**config.mk**
```make
export PLATFORM = sky130hd
export DESIGN_NAME = piecewise_linear_interpolator
export DESIGN_NICKNAME = d
export VERILOG_FILES = /design/src/hdl/pwl_pkg.sv /design/src/hdl/pwl_dp.sv /design/src/hdl/pwl_ctrl.sv /design/src/hdl/piecewise_linear_interpolator.sv
export VERILOG_INCLUDE_DIRS = /design/src /design/src/hdl
export SDC_FILE = /design/constraint.sdc
export NUM_CORES = 2
export LEC_CHECK = 0
export ABC_AREA = 1
export BUFFER_PORTS_ARGS = -buffer_cell sky130_fd_sc_hd__buf_2
export CAP_MARGIN = 20
export CORE_MARGIN = 2
export CORE_UTILIZATION = 59
export DETAILED_ROUTE_END_ITERATION = 12
export HOLD_SLACK_MARGIN = 0.15
export PLACE_DENSITY = 0.76
export SYNTH_ARGS = -nofsm -noshare
export SYNTH_HDL_FRONTEND = slang
export SYNTH_SLANG_ARGS = --single-unit
export TNS_END_PERCENT = 10
```
**constraint.sdc**
```tcl
create_clock -name clock -period 7.6 [get_ports clock]
set_input_delay 0.38 -clock clock [delete_from_list [all_inputs] [get_ports clock]]
set_output_delay 0.38 -clock clock [all_outputs]
set_load 0.03 [all_outputs]
```
**src/hdl/piecewise_linear_interpolator_defines.svh**
```systemverilog
// Assertion macros used by the interpolator controller RTL.
// Each macro takes a label, clock, reset, antecedent and consequent.
`ifndef PIECEWISE_LINEAR_INTERPOLATOR_DEFINES_SVH
`define PIECEWISE_LINEAR_INTERPOLATOR_DEFINES_SVH

`ifndef SYNTH

// Consequent holds in the same cycle as the antecedent
`define PWL_ASSERT_SAME(label, clk, rst, ante, cons) \
   label: assert property (@(posedge clk) disable iff (rst) (ante) |-> (cons)) \
      else $error("assertion failed: label");

// Consequent holds in the cycle after the antecedent
`define PWL_ASSERT_NEXT(label, clk, rst, ante, cons) \
   label: assert property (@(posedge clk) disable iff (rst) (ante) |=> (cons)) \
      else $error("assertion failed: label");

`else

`define PWL_ASSERT_SAME(label, clk, rst, ante, cons)
`define PWL_ASSERT_NEXT(label, clk, rst, ante, cons)

`endif

`endif

```
**src/hdl/pwl_pkg.sv**
```systemverilog
package pwl_pkg;

   // Field widths
   localparam int unsigned KEY_W  = 16;
   localparam int unsigned VAL_W  = 32;
   localparam int unsigned IDX_W  = 5;
   localparam int unsigned SIZE_W = 6;

   // Table depth default and table size after reset
   localparam int unsigned        DEF_MAX_POINTS   = 32;
   localparam logic [SIZE_W-1:0]  TABLE_SIZE_RESET = 6'd32;

   // Item opcodes
   localparam logic OP_LOAD  = 1'b0;
   localparam logic OP_QUERY = 1'b1;

   // Restoring divider: 32-bit dividend, one quotient bit per step
   localparam int unsigned DIV_STEPS = 32;
   localparam int unsigned DIV_CNT_W = $clog2(DIV_STEPS);

   // Commands from the controller to the datapath
   typedef struct packed {
      logic latch_x;    // capture query key
      logic wr_en;      // load transfer: write one table point
      logic rd_en;      // read table entry at rd_addr
      logic save_prev;  // move read entry into the previous-point register
      logic take_rd;    // result is the value of the read entry
      logic take_prev;  // result is the previous-point value
      logic setup;      // prepare segment width, offset and value delta
      logic div_step;   // one restoring divide step
      logic mul;        // fraction times value delta
      logic add;        // y0 plus scaled delta
      logic load_out;   // move result into the output register
   } cmd_type;

   // Status from the datapath to the controller
   typedef struct packed {
      logic x_le_key;   // query key <= read key
      logic x_ge_key;   // query key >= read key
      logic seg_hit;    // previous key <= query key <= read key
      logic w_zero;     // segment has zero width
   } sts_type;

endpackage

```
**src/hdl/pwl_dp.sv**
```systemverilog
module pwl_dp #(
   parameter int unsigned MAX_POINTS = pwl_pkg::DEF_MAX_POINTS
) (
   input  logic                              clock,
   input  logic                              reset,
   input  logic                              csr_wr_en,
   input  logic [pwl_pkg::SIZE_W-1:0]        csr_wr_data,
   input  logic [pwl_pkg::IDX_W-1:0]         req_entry_index,
   input  logic [pwl_pkg::KEY_W-1:0]         req_key_value,
   input  logic signed [pwl_pkg::VAL_W-1:0]  req_entry_value,
   input  logic [$clog2(MAX_POINTS)-1:0]     rd_addr,
   input  pwl_pkg::cmd_type                  cmd,
   output pwl_pkg::sts_type                  sts,
   output logic [$clog2(MAX_POINTS)-1:0]     last_idx,
   output logic signed [pwl_pkg::VAL_W-1:0]  rsp_result_value
);
   import pwl_pkg::*;

   localparam int unsigned AW    = $clog2(MAX_POINTS);
   localparam int unsigned ENT_W = KEY_W + VAL_W;
   localparam int unsigned DIF_W = VAL_W + 1;
   localparam int unsigned T_W   = KEY_W + 2;
   localparam int unsigned PRD_W = DIF_W + T_W;

   logic [SIZE_W-1:0]       table_size_ff;
   logic [ENT_W-1:0]        mem_ff [MAX_POINTS];
   logic [ENT_W-1:0]        rd_data_ff;
   logic [KEY_W-1:0]        x_ff;
   logic [KEY_W-1:0]        prev_key_ff;
   logic signed [VAL_W-1:0] prev_val_ff;
   logic [KEY_W-1:0]        w_ff;
   logic [KEY_W-1:0]        rem_ff;
   logic [VAL_W-1:0]        quo_ff;
   logic signed [DIF_W-1:0] diff_ff;
   logic signed [PRD_W-1:0] prod_ff;
   logic signed [VAL_W-1:0] res_ff;
   logic signed [VAL_W-1:0] out_ff;

   logic [KEY_W-1:0]        rd_key;
   logic signed [VAL_W-1:0] rd_val;
   logic                    wr_ok;
   logic [KEY_W:0]          shl;
   logic [KEY_W:0]          trial;
   logic                    qbit;
   logic [KEY_W-1:0]        rem_in;
   logic [VAL_W-1:0]        quo_in;
   logic signed [DIF_W-1:0] diff_in;
   logic signed [T_W-1:0]   t_s;
   logic signed [PRD_W-1:0] prod_in;
   logic signed [VAL_W-1:0] res_in;

   assign rd_key = rd_data_ff[ENT_W-1:VAL_W];
   assign rd_val = $signed(rd_data_ff[VAL_W-1:0]);

   // Table size register
   always_ff @(posedge clock) begin
      if (reset) begin
         table_size_ff <= TABLE_SIZE_RESET;
      end else if (csr_wr_en) begin
         table_size_ff <= csr_wr_data;
      end
   end

   // Clamp table size to 1..MAX_POINTS and give the last index in use
   always_comb begin
      if (table_size_ff == '0) begin
         last_idx = '0;
      end else if (32'(table_size_ff) > 32'(MAX_POINTS)) begin
         last_idx = AW'(MAX_POINTS - 1);
      end else begin
         last_idx = AW'(table_size_ff - SIZE_W'(1));
      end
   end

   // Table memory: one write port for loads, one registered read port
   assign wr_ok = 32'(req_entry_index) < 32'(MAX_POINTS);

   always_ff @(posedge clock) begin
      if (cmd.wr_en && wr_ok) begin
         mem_ff[AW'(req_entry_index)] <= {req_key_value, req_entry_value};
      end
      if (cmd.rd_en) begin
         rd_data_ff <= mem_ff[rd_addr];
      end
   end

   // Comparisons for the segment search
   always_comb begin
      sts.x_le_key = x_ff <= rd_key;
      sts.x_ge_key = x_ff >= rd_key;
      sts.seg_hit  = (prev_key_ff <= x_ff) && (x_ff <= rd_key);
      sts.w_zero   = rd_key == prev_key_ff;
   end

   // Restoring divide step
   always_comb begin
      shl   = {rem_ff, quo_ff[VAL_W-1]};
      trial = shl - {1'b0, w_ff};
      qbit  = shl >= {1'b0, w_ff};
      if (cmd.setup) begin
         rem_in = '0;
         quo_in = {x_ff - prev_key_ff, {(VAL_W-KEY_W){1'b0}}};
      end else begin
         rem_in = qbit ? trial[KEY_W-1:0] : shl[KEY_W-1:0];
         quo_in = {quo_ff[VAL_W-2:0], qbit};
      end
   end

   // Value delta, fraction product and final sum
   always_comb begin
      diff_in = $signed({rd_val[VAL_W-1], rd_val})
              - $signed({prev_val_ff[VAL_W-1], prev_val_ff});
      t_s     = $signed({1'b0, quo_ff[KEY_W:0]});
      prod_in = t_s * diff_ff;
      res_in  = prev_val_ff + $signed(prod_ff[VAL_W+KEY_W-1:KEY_W]);
   end

   // Datapath registers
   always_ff @(posedge clock) begin
      if (cmd.latch_x) begin
         x_ff <= req_key_value;
      end
      if (cmd.save_prev) begin
         prev_key_ff <= rd_key;
         prev_val_ff <= rd_val;
      end
      if (cmd.setup) begin
         w_ff    <= rd_key - prev_key_ff;
         diff_ff <= diff_in;
      end
      if (cmd.setup || cmd.div_step) begin
         rem_ff <= rem_in;
         quo_ff <= quo_in;
      end
      if (cmd.mul) begin
         prod_ff <= prod_in;
      end
      if (cmd.take_rd) begin
         res_ff <= rd_val;
      end else if (cmd.take_prev) begin
         res_ff <= prev_val_ff;
      end else if (cmd.add) begin
         res_ff <= res_in;
      end
      if (cmd.load_out) begin
         out_ff <= res_ff;
      end
   end

   assign rsp_result_value = out_ff;

endmodule

```
**src/hdl/pwl_ctrl.sv**
```systemverilog
`include "piecewise_linear_interpolator_defines.svh"

module pwl_ctrl #(
   parameter int unsigned MAX_POINTS = pwl_pkg::DEF_MAX_POINTS
) (
   input  logic                           clock,
   input  logic                           reset,
   input  logic                           req_valid,
   output logic                           req_ready,
   input  logic                           req_op,
   output logic                           rsp_valid,
   input  logic                           rsp_ready,
   input  logic [$clog2(MAX_POINTS)-1:0]  last_idx,
   output logic [$clog2(MAX_POINTS)-1:0]  rd_addr,
   output pwl_pkg::cmd_type               cmd,
   input  pwl_pkg::sts_type               sts
);
   import pwl_pkg::*;

   localparam int unsigned AW = $clog2(MAX_POINTS);
   localparam logic [AW-1:0]        IDX_ONE  = AW'(1);
   localparam logic [DIV_CNT_W-1:0] DIV_LAST = DIV_CNT_W'(DIV_STEPS - 1);

   localparam logic [3:0] S_IDLE   = 4'd0;
   localparam logic [3:0] S_FIRST  = 4'd1;
   localparam logic [3:0] S_LAST   = 4'd2;
   localparam logic [3:0] S_SCAN   = 4'd3;
   localparam logic [3:0] S_SETUP  = 4'd4;
   localparam logic [3:0] S_DIV    = 4'd5;
   localparam logic [3:0] S_MUL    = 4'd6;
   localparam logic [3:0] S_ADD    = 4'd7;
   localparam logic [3:0] S_FINISH = 4'd8;

   logic [3:0]           state_ff, state_in;
   logic [AW-1:0]        idx_ff, idx_in;
   logic [DIV_CNT_W-1:0] cnt_ff, cnt_in;
   logic                 rsp_valid_ff, rsp_valid_in;

   assign req_ready = state_ff == S_IDLE;
   assign rsp_valid = rsp_valid_ff;

   // Sequence one item: a load, or a query's clamp checks, segment scan, divide, multiply, add
   always_comb begin
      state_in     = state_ff;
      idx_in       = idx_ff;
      cnt_in       = cnt_ff;
      cmd          = '0;
      rd_addr      = '0;
      rsp_valid_in = rsp_valid_ff && !rsp_ready;
      unique case (state_ff)
         S_IDLE: begin
            if (req_valid) begin
               if (req_op == OP_QUERY) begin
                  cmd.latch_x = 1'b1;
                  cmd.rd_en   = 1'b1;
                  state_in    = S_FIRST;
               end else begin
                  cmd.wr_en = 1'b1;
               end
            end
         end
         S_FIRST: begin
            if (sts.x_le_key) begin
               cmd.take_rd = 1'b1;
               state_in    = S_FINISH;
            end else begin
               cmd.save_prev = 1'b1;
               cmd.rd_en     = 1'b1;
               rd_addr       = last_idx;
               state_in      = S_LAST;
            end
         end
         S_LAST: begin
            if (sts.x_ge_key) begin
               cmd.take_rd = 1'b1;
               state_in    = S_FINISH;
            end else begin
               cmd.rd_en = 1'b1;
               rd_addr   = IDX_ONE;
               idx_in    = IDX_ONE;
               state_in  = S_SCAN;
            end
         end
         S_SCAN: begin
            if (sts.seg_hit) begin
               state_in = S_SETUP;
            end else if (idx_ff == last_idx) begin
               cmd.take_rd = 1'b1;
               state_in    = S_FINISH;
            end else begin
               cmd.save_prev = 1'b1;
               cmd.rd_en     = 1'b1;
               rd_addr       = idx_ff + IDX_ONE;
               idx_in        = idx_ff + IDX_ONE;
            end
         end
         S_SETUP: begin
            if (sts.w_zero) begin
               cmd.take_prev = 1'b1;
               state_in      = S_FINISH;
            end else begin
               cmd.setup = 1'b1;
               cnt_in    = '0;
               state_in  = S_DIV;
            end
         end
         S_DIV: begin
            cmd.div_step = 1'b1;
            cnt_in       = cnt_ff + DIV_CNT_W'(1);
            if (cnt_ff == DIV_LAST) begin
               state_in = S_MUL;
            end
         end
         S_MUL: begin
            cmd.mul  = 1'b1;
            state_in = S_ADD;
         end
         S_ADD: begin
            cmd.add  = 1'b1;
            state_in = S_FINISH;
         end
         S_FINISH: begin
            // hold the result until the output register is free
            if (!rsp_valid_ff || rsp_ready) begin
               cmd.load_out = 1'b1;
               rsp_valid_in = 1'b1;
               state_in     = S_IDLE;
            end
         end
         default: begin
            state_in = S_IDLE;
         end
      endcase
   end

   // Control registers
   always_ff @(posedge clock) begin
      if (reset) begin
         state_ff     <= S_IDLE;
         idx_ff       <= '0;
         cnt_ff       <= '0;
         rsp_valid_ff <= 1'b0;
      end else begin
         state_ff     <= state_in;
         idx_ff       <= idx_in;
         cnt_ff       <= cnt_in;
         rsp_valid_ff <= rsp_valid_in;
      end
   end

   `PWL_ASSERT_NEXT(a_query_starts_scan, clock, reset, req_valid && req_ready && req_op == OP_QUERY, state_ff == S_FIRST)
   `PWL_ASSERT_NEXT(a_finish_holds_on_stall, clock, reset, state_ff == S_FINISH && rsp_valid_ff && !rsp_ready, state_ff == S_FINISH)
   `PWL_ASSERT_SAME(a_scan_in_range, clock, reset, state_ff == S_SCAN, idx_ff <= last_idx && idx_ff != '0)
   `PWL_ASSERT_SAME(a_full_divide, clock, reset, state_ff == S_MUL, $past(state_ff) == S_DIV && $past(cnt_ff) == DIV_LAST)

endmodule

```
**src/hdl/piecewise_linear_interpolator.sv**
```systemverilog
// Piecewise-linear table interpolator, 1-D, fixed point.
// Request channel (req_valid/req_ready): req_op selects a load, which writes
// key req_key_value and value req_entry_value at req_entry_index, or a query
// of key req_key_value. Loads give no response; each query gives one
// rsp_result_value on the response channel (rsp_valid/rsp_ready).
// csr_wr_en/csr_wr_data set the number of breakpoints in use; write it only
// while the block is idle.
// A load writes its table point as it transfers and leaves the block ready.
// A query at or below the first breakpoint answers with that value, one at
// or above the last breakpoint with its value. A query inside segment j
// (1..size-1) runs a scan reading one table entry per cycle through the
// single memory read port, then a 32-step restoring divider, one multiply
// and one add. One query is in work at a time; the next request transfers
// once the result sits in the output register.
// Reset clears the controller, empties the output register and sets the
// table size to 32; table contents are undefined until loaded.
// When the receiver stalls, the response holds in the output register; a
// following query runs to completion and then waits until the register
// frees, with req_ready low.
module piecewise_linear_interpolator #(
   parameter int unsigned MAX_POINTS = pwl_pkg::DEF_MAX_POINTS
) (
   input  logic                              clock,
   input  logic                              reset,
   input  logic                              req_valid,
   output logic                              req_ready,
   input  logic                              req_op,
   input  logic [pwl_pkg::IDX_W-1:0]         req_entry_index,
   input  logic [pwl_pkg::KEY_W-1:0]         req_key_value,
   input  logic signed [pwl_pkg::VAL_W-1:0]  req_entry_value,
   output logic                              rsp_valid,
   input  logic                              rsp_ready,
   output logic signed [pwl_pkg::VAL_W-1:0]  rsp_result_value,
   input  logic                              csr_wr_en,
   input  logic [pwl_pkg::SIZE_W-1:0]        csr_wr_data
);
   import pwl_pkg::*;

   localparam int unsigned AW = $clog2(MAX_POINTS);

   cmd_type       cmd;
   sts_type       sts;
   logic [AW-1:0] last_idx;
   logic [AW-1:0] rd_addr;

   pwl_ctrl #(
      .MAX_POINTS (MAX_POINTS)
   ) u_ctrl (
      .clock     (clock),
      .reset     (reset),
      .req_valid (req_valid),
      .req_ready (req_ready),
      .req_op    (req_op),
      .rsp_valid (rsp_valid),
      .rsp_ready (rsp_ready),
      .last_idx  (last_idx),
      .rd_addr   (rd_addr),
      .cmd       (cmd),
      .sts       (sts)
   );

   pwl_dp #(
      .MAX_POINTS (MAX_POINTS)
   ) u_dp (
      .clock            (clock),
      .reset            (reset),
      .csr_wr_en        (csr_wr_en),
      .csr_wr_data      (csr_wr_data),
      .req_entry_index  (req_entry_index),
      .req_key_value    (req_key_value),
      .req_entry_value  (req_entry_value),
      .rd_addr          (rd_addr),
      .cmd              (cmd),
      .sts              (sts),
      .last_idx         (last_idx),
      .rsp_result_value (rsp_result_value)
   );

endmodule
```
After elaboration in Yosys (flattened, before gate mapping)
Memory sizes are Yosys's and may differ from the RTL's. A register that Yosys moved wholly into a read port is not among the register bits.
Index checks and enable logic that the tools add are counted.
- div/mod/pow operators: 0
- bitwise operators: 0
- add/subtract/negate cells: 8
- magnitude comparators: 5
- eq/ne operators: 20
- muxes and demuxes: 54
- reductions and logical operators: 14
- shifts and indexed selects: 0
- $mul: 1
- operators by type and width (kind ; number):
    2-to-1 mux 32 bit ; 4
    multiplier 18 x 33 -> 48 bit ; 1
    subtractor 16 bit ; 3
    2-to-1 mux 5 bit ; 9
    2-to-1 mux 4 bit ; 9
    one-hot mux 4 bit (9 select lines) ; 1
    subtractor 32 x 32 -> 33 bit ; 1
    adder 32 bit ; 1
    less-or-equal comparator 16 bit ; 2
    one-hot mux 5 bit (2 select lines) ; 2
    2-to-1 mux 1 bit ; 18
    greater-or-equal comparator 17 x 16 -> 1 bit ; 1
    equality test 16 bit ; 1
    equality test 4 x 3 -> 1 bit, second input constant ; 4
    greater-or-equal comparator 16 bit ; 1
    2-to-1 mux 16 bit ; 1
    one-hot mux 5 bit (3 select lines) ; 1
    adder 5 x 1 -> 5 bit, second input constant ; 2
    != test 2 bit, second input constant ; 5
    equality test 4 x 2 -> 1 bit, second input constant ; 2
    2-to-1 mux 2 bit ; 4
    greater-than comparator 6 bit, second input constant ; 1
    zero test 6 bit ; 1
    2-to-1 mux 3 bit ; 2
    19 further kinds ; 25
- output and inout port bits: 34
- latch bits: 0
- logic and storage cells: 119
- input port bits: 65
- memories kept: 1
- flip-flop bits (word level): 294
- bits in writable memories: 1536
- memory bits (read-only): 0
- memories (memory ; depth ; width ; read ports ; clocked after memory_dff ; wr ports ; line ; text):
    u_dp.mem_ff ; 32 ; 48 ; 1 ; 1 ; 1 ; pwl_dp.sv:26 ; logic [ENT_W-1:0] mem_ff [MAX_POINTS];

Depth between registers and ports, before layout
- depth after elaboration: 8
- gate-level depth with buffers: 28

By module
Synthesis repeated with hierarchy kept, for this count alone.
- cell total of the unflattened synthesis: 9103
- area total of the unflattened synthesis: 98594.6 um^2
- modules (own cells, without submodules) (module ; cells each ; times used ; area an instance (um^2) ; seq. area each (um^2)):
    pwl_dp ; 8919 ; 1 ; 97462.2 ; 55403.1
    pwl_ctrl ; 184 ; 1 ; 1132.3 ; 300.3

Worst setup path before layout
Ideal clock, no wire load.
- kind: register to register
- start point: register u_dp.diff_ff[7]
- end point: register u_dp.prod_ff[42], data pin
- library setup time: 259 ps
- setup slack: 1641 ps
- stages on the path, launching flop included: 27
- required time: 7341 ps
- arrival: 5700 ps
- period minus slack after synthesis: 5959 ps
- path through: edfxtp_1 > clkbuf_1 > clkbuf_1 > nand2_1 > fa_1 > inv_1 > fa_1 > inv_1 > fa_1 > inv_1 > fa_1 > fa_1 > inv_1 > fa_1 > inv_1 > ha_1 > nand2_1 > nor2_1 > and2_1 > inv_1 > nor4_1 > a21oi_1 > o21ai_0 > nand3_1 > o211ai_1 > a21oi_1 > xnor2_1
- cells in the longest elaborated chain, start to end: 1
- ends and longest elaborated chain (item ; line ; text):
    start, declared ; pwl_dp.sv:34 ; logic signed [DIF_W-1:0] diff_ff;
    start signal, assigned ; pwl_dp.sv:129 ; diff_ff <= diff_in;
    multiplier 18 x 33 -> 48 bit ; pwl_dp.sv:114 ; prod_in = t_s * diff_ff;
    net u_dp.prod_in[42] ; pwl_dp.sv:49 ; logic signed [PRD_W-1:0] prod_in;
    end signal, assigned ; pwl_dp.sv:136 ; prod_ff <= prod_in;
    end, declared ; pwl_dp.sv:35 ; logic signed [PRD_W-1:0] prod_ff;
The timed path passes the listed nets, and every way through them passes these cells.
A chain may end at the register's enable or synchronous reset.

Final worst setup path
- start point: register u_dp.quo_ff[3]
- end point: register u_dp.prod_ff[45], data pin
- cells in the longest elaborated chain, start to end: 1
- ends and longest elaborated chain (item ; line ; text):
    start, declared ; pwl_dp.sv:33 ; logic [VAL_W-1:0] quo_ff;
    start signal, assigned ; pwl_dp.sv:133 ; quo_ff <= quo_in;
    multiplier 18 x 33 -> 48 bit ; pwl_dp.sv:114 ;
    net u_dp.prod_in[45] ; pwl_dp.sv:49 ;
The timed path passes the listed nets, and every way through them passes these cells.

==> metrics <==
CP Max Fanout 13; TritonCTS clock tree yes; simple-gate share of the synthesized area 19.7%; GR Overflow Total 0; die width 424 um; DP Worst Slack 743 ps; Compound-Gate Fraction of Synth Area 2.84%; Core ar. roughly 0.18 mm2; DR WL/cell 22.1 um; Starting Density 59.3%; Final WS setup 651 ps; clock skew roughly 32 ps; Tmin final 6950 ps; vias per cell 5.78; IO Pins 99; Final Util 64.5%; setup TNS 0 ps; GRT Overall Usage 31.7%; Layout fillers about 14000; initial antenna violation count 11; maxcap violations 0; Critical Path Source Type flop; Seq/Total Area, Yosys 53.5%; Area Overhead vs Synth 8.85%; Final Hold Viols 0; flop and latch count out of synthesis 1862; CTS resizes 0; DRT Pass-1 Iters 6; worst reg2reg startpoint u_dp.quo_ff[3]; Least-Margin Pin Slew 1470 ps; Pins Over Slew Limit 0; top post-synthesis cells by area edfxtp_1 (53%), fa_1 (10%), nand3_1 (8.2%), nand2_1 (7.9%), inv_1 (7.5%); hpwl dp about 170000 um; Sink Count 1862; Post-Synth XOR/XNOR Area 1.16%; Critical Path Start u_dp.quo_ff[3]; H-tree depth 4; power per cell area around 290 mW/mm2; main combinational cell family by area after synthesis simple AND/OR/NAND/NOR gates; Root Buffer clkbuf_16; Data arrival, critical path 7510 ps; DRC violations left 0; status completed; Final #Nets about 11000; fin crit share between 90 and 100%; RSZ-0062 raised after global routing false; clk slew on worst S/H paths 60 ps; Avg Synthesized Cell Area between 9 and 10 um2; Die Ht 424 um; post-synth top area cell edfxtp_1; vias in the first global route 73917; Hold Crit Start req_valid; Hold Path Stages 6; r2r worst-path depth 22; commonest non-fill, non-tap cell in the layout nand2_1; DRT Wirelength 284000 um; Std-Cell Rows 154; largest net degree at the start of global routing 236; final total power approximately 33 mW; clock buffer count from CTS 190; input/output buffers just under 100; Post-DRT Antenna Nets 0; first-pass GRT wire length 435000 um; WS Path Type reg2reg; post-synthesis cell count 10464; ratio of cells with drive above 1 in the final layout 5.16%; clock latency on the worst-skew pair 850 ps; via count 74532; fraction of synthesized area in multiplexers 0%; final setup vio count 0; die area 0.180 mm2; unique cell type count in the Yosys netlist 56; warnings from Yosys 0; leakage power 49.6 nW; Routability Congestion 0.915; asr flop ratio synth 0%; Max Fclk 144 MHz; Mapped Area around 0.10 mm2; Post-synth EDFFs 1841; worst hold path type in2reg; Detailed Route Iter0 Violations slightly above 9000; top cell type's share of synthesized area between 50% and 60%; relative slew slack about 2.2%; Top FF cell, synth edfxtp_1; Mapped Nets 11289; critical path endpoint category flop; peak supply drop ~340 uV; most frequent cells in the layout nand2_1 (2190), inv_1 (2074), edfxtp_1 (1841); worst-case clock buffer depth 3; adder-cell share of the synthesized area 12.9%; Required @ worst endpoint 8160 ps
per-layer routing:
| metal | GRT usage (%) | wire (um) |
|---|---|---|
| met1 | 42.7 | 107000 |
| met2 | 51.7 | 136000 |
| met3 | 5.28 | 29200 |
| met4 | 12.9 | 11800 |
| met5 | 0 | 51 |
where the power goes:
part           leakage, nW  total, mW  internal [mW]  switching (mW)
Combinational         29.9       10.8           3.30            7.54
Clock                 2.95       9.22           5.23            4.00
Sequential            16.8       12.5           12.1           0.305
Total                 49.6       32.5           20.7            11.8
worst paths after layout:
kind	to	slack (ps)
setup / recovery	u_dp.prod_ff[45]	650
hold / removal	u_ctrl.state_ff[0]	280
setup reg to reg	u_dp.prod_ff[45]	650
hold reg to reg	u_dp.rsp_result_value[14]	420
Yosys cell counts, types with 10 or more instances:
library cell	number
a21oi_1	236
nor2_1	212
a21o_1	16
xor2_1	87
fa_1	519
nand3_1	1702
inv_1	2078
xnor2_1	51
nand4_1	14
a31oi_1	26
o21bai_1	14
buf_4	11
o21ai_0	173
buf_1	42
o21a_1	16
dfxtp_1	21
nand2_1	2192
nand3b_1	339
ha_1	241
edfxtp_1	1841
buf_2	241
clkbuf_1	262
nor4_1	10
nor3_1	30
layout make-up:
class / count / area (um2) / share of cell area (%)
repair buffers: 287 / 2370 / 2.09
diodes: 4 / 10.0 / 0.00883
well taps: 2340 / 2930 / 2.58
multi-input cells: 5952 / 38500 / 33.9
inverters: 2086 / 7860 / 6.93
flip-flops and latches: 1862 / 55700 / 49.1
clock buffers: 225 / 4950 / 4.36
clock inverters: 128 / 1140 / 1.00
metrics by stage:
stage	hold slack, ps	cells	area [um2]
final	284	12884	113000
after global placement	402	12453	107000
after CTS	192	12879	113000
after global routing	338	12882	113000
after detailed placement	405	12457	107000
after floorplan	400	10464	104000
registers in the layout, indices dropped and copies added (netlist names):
| signal | cells |
|---|---|
| u_dp.w_ff | 16 |
| u_ctrl.cnt_ff | 5 |
| u_dp.table_size_ff | 6 |
| u_dp.rsp_result_value | 32 |
| u_dp.prev_key_ff | 16 |
| u_dp.diff_ff | 33 |
| u_dp.mem_ff | 1536 |
| u_ctrl.rsp_valid | 1 |
| u_dp.quo_ff | 32 |
| u_ctrl.idx_ff | 5 |
| u_dp.rd_data_ff | 48 |
| u_dp.res_ff | 32 |
| u_dp.prev_val_ff | 32 |
| u_dp.x_ff | 16 |
| u_dp.prod_ff | 32 |
| u_dp.rem_ff | 16 |
| u_ctrl.state_ff | 4 |
logic make-up after synthesis:
family,Yosys count
simple gates,4525
buf+inv,2650
flops,1862
fa+ha+maj,760
compound gates,529
xor+xnor,138
critical path, stage by stage (launching register included):
cell and delay (ps):
edfxtp_1 610, buf_4 300, nand2_1 80, inv_1 70
fa_1 530, inv_1 50, fa_1 580, fa_1 460
fa_1 540, inv_1 50, fa_1 520, fa_1 440
ha_1 350, nand2_1 70, o21ai_0 160, o21bai_1 130
a21oi_1 90, o21ai_0 330, a21boi_0 280, o21ai_0 410
nand3_1 250, o21ai_0 260, xor2_1 110
what timing repair did:
item / in CTS / in global routing
endpoints found under the hold margin: 1571 / 0
setup endpoints to repair: 0 / 0
buffers inserted: 0 / 0
hold buffers: 69 / 0
Power figures use the tool's default switching activity.
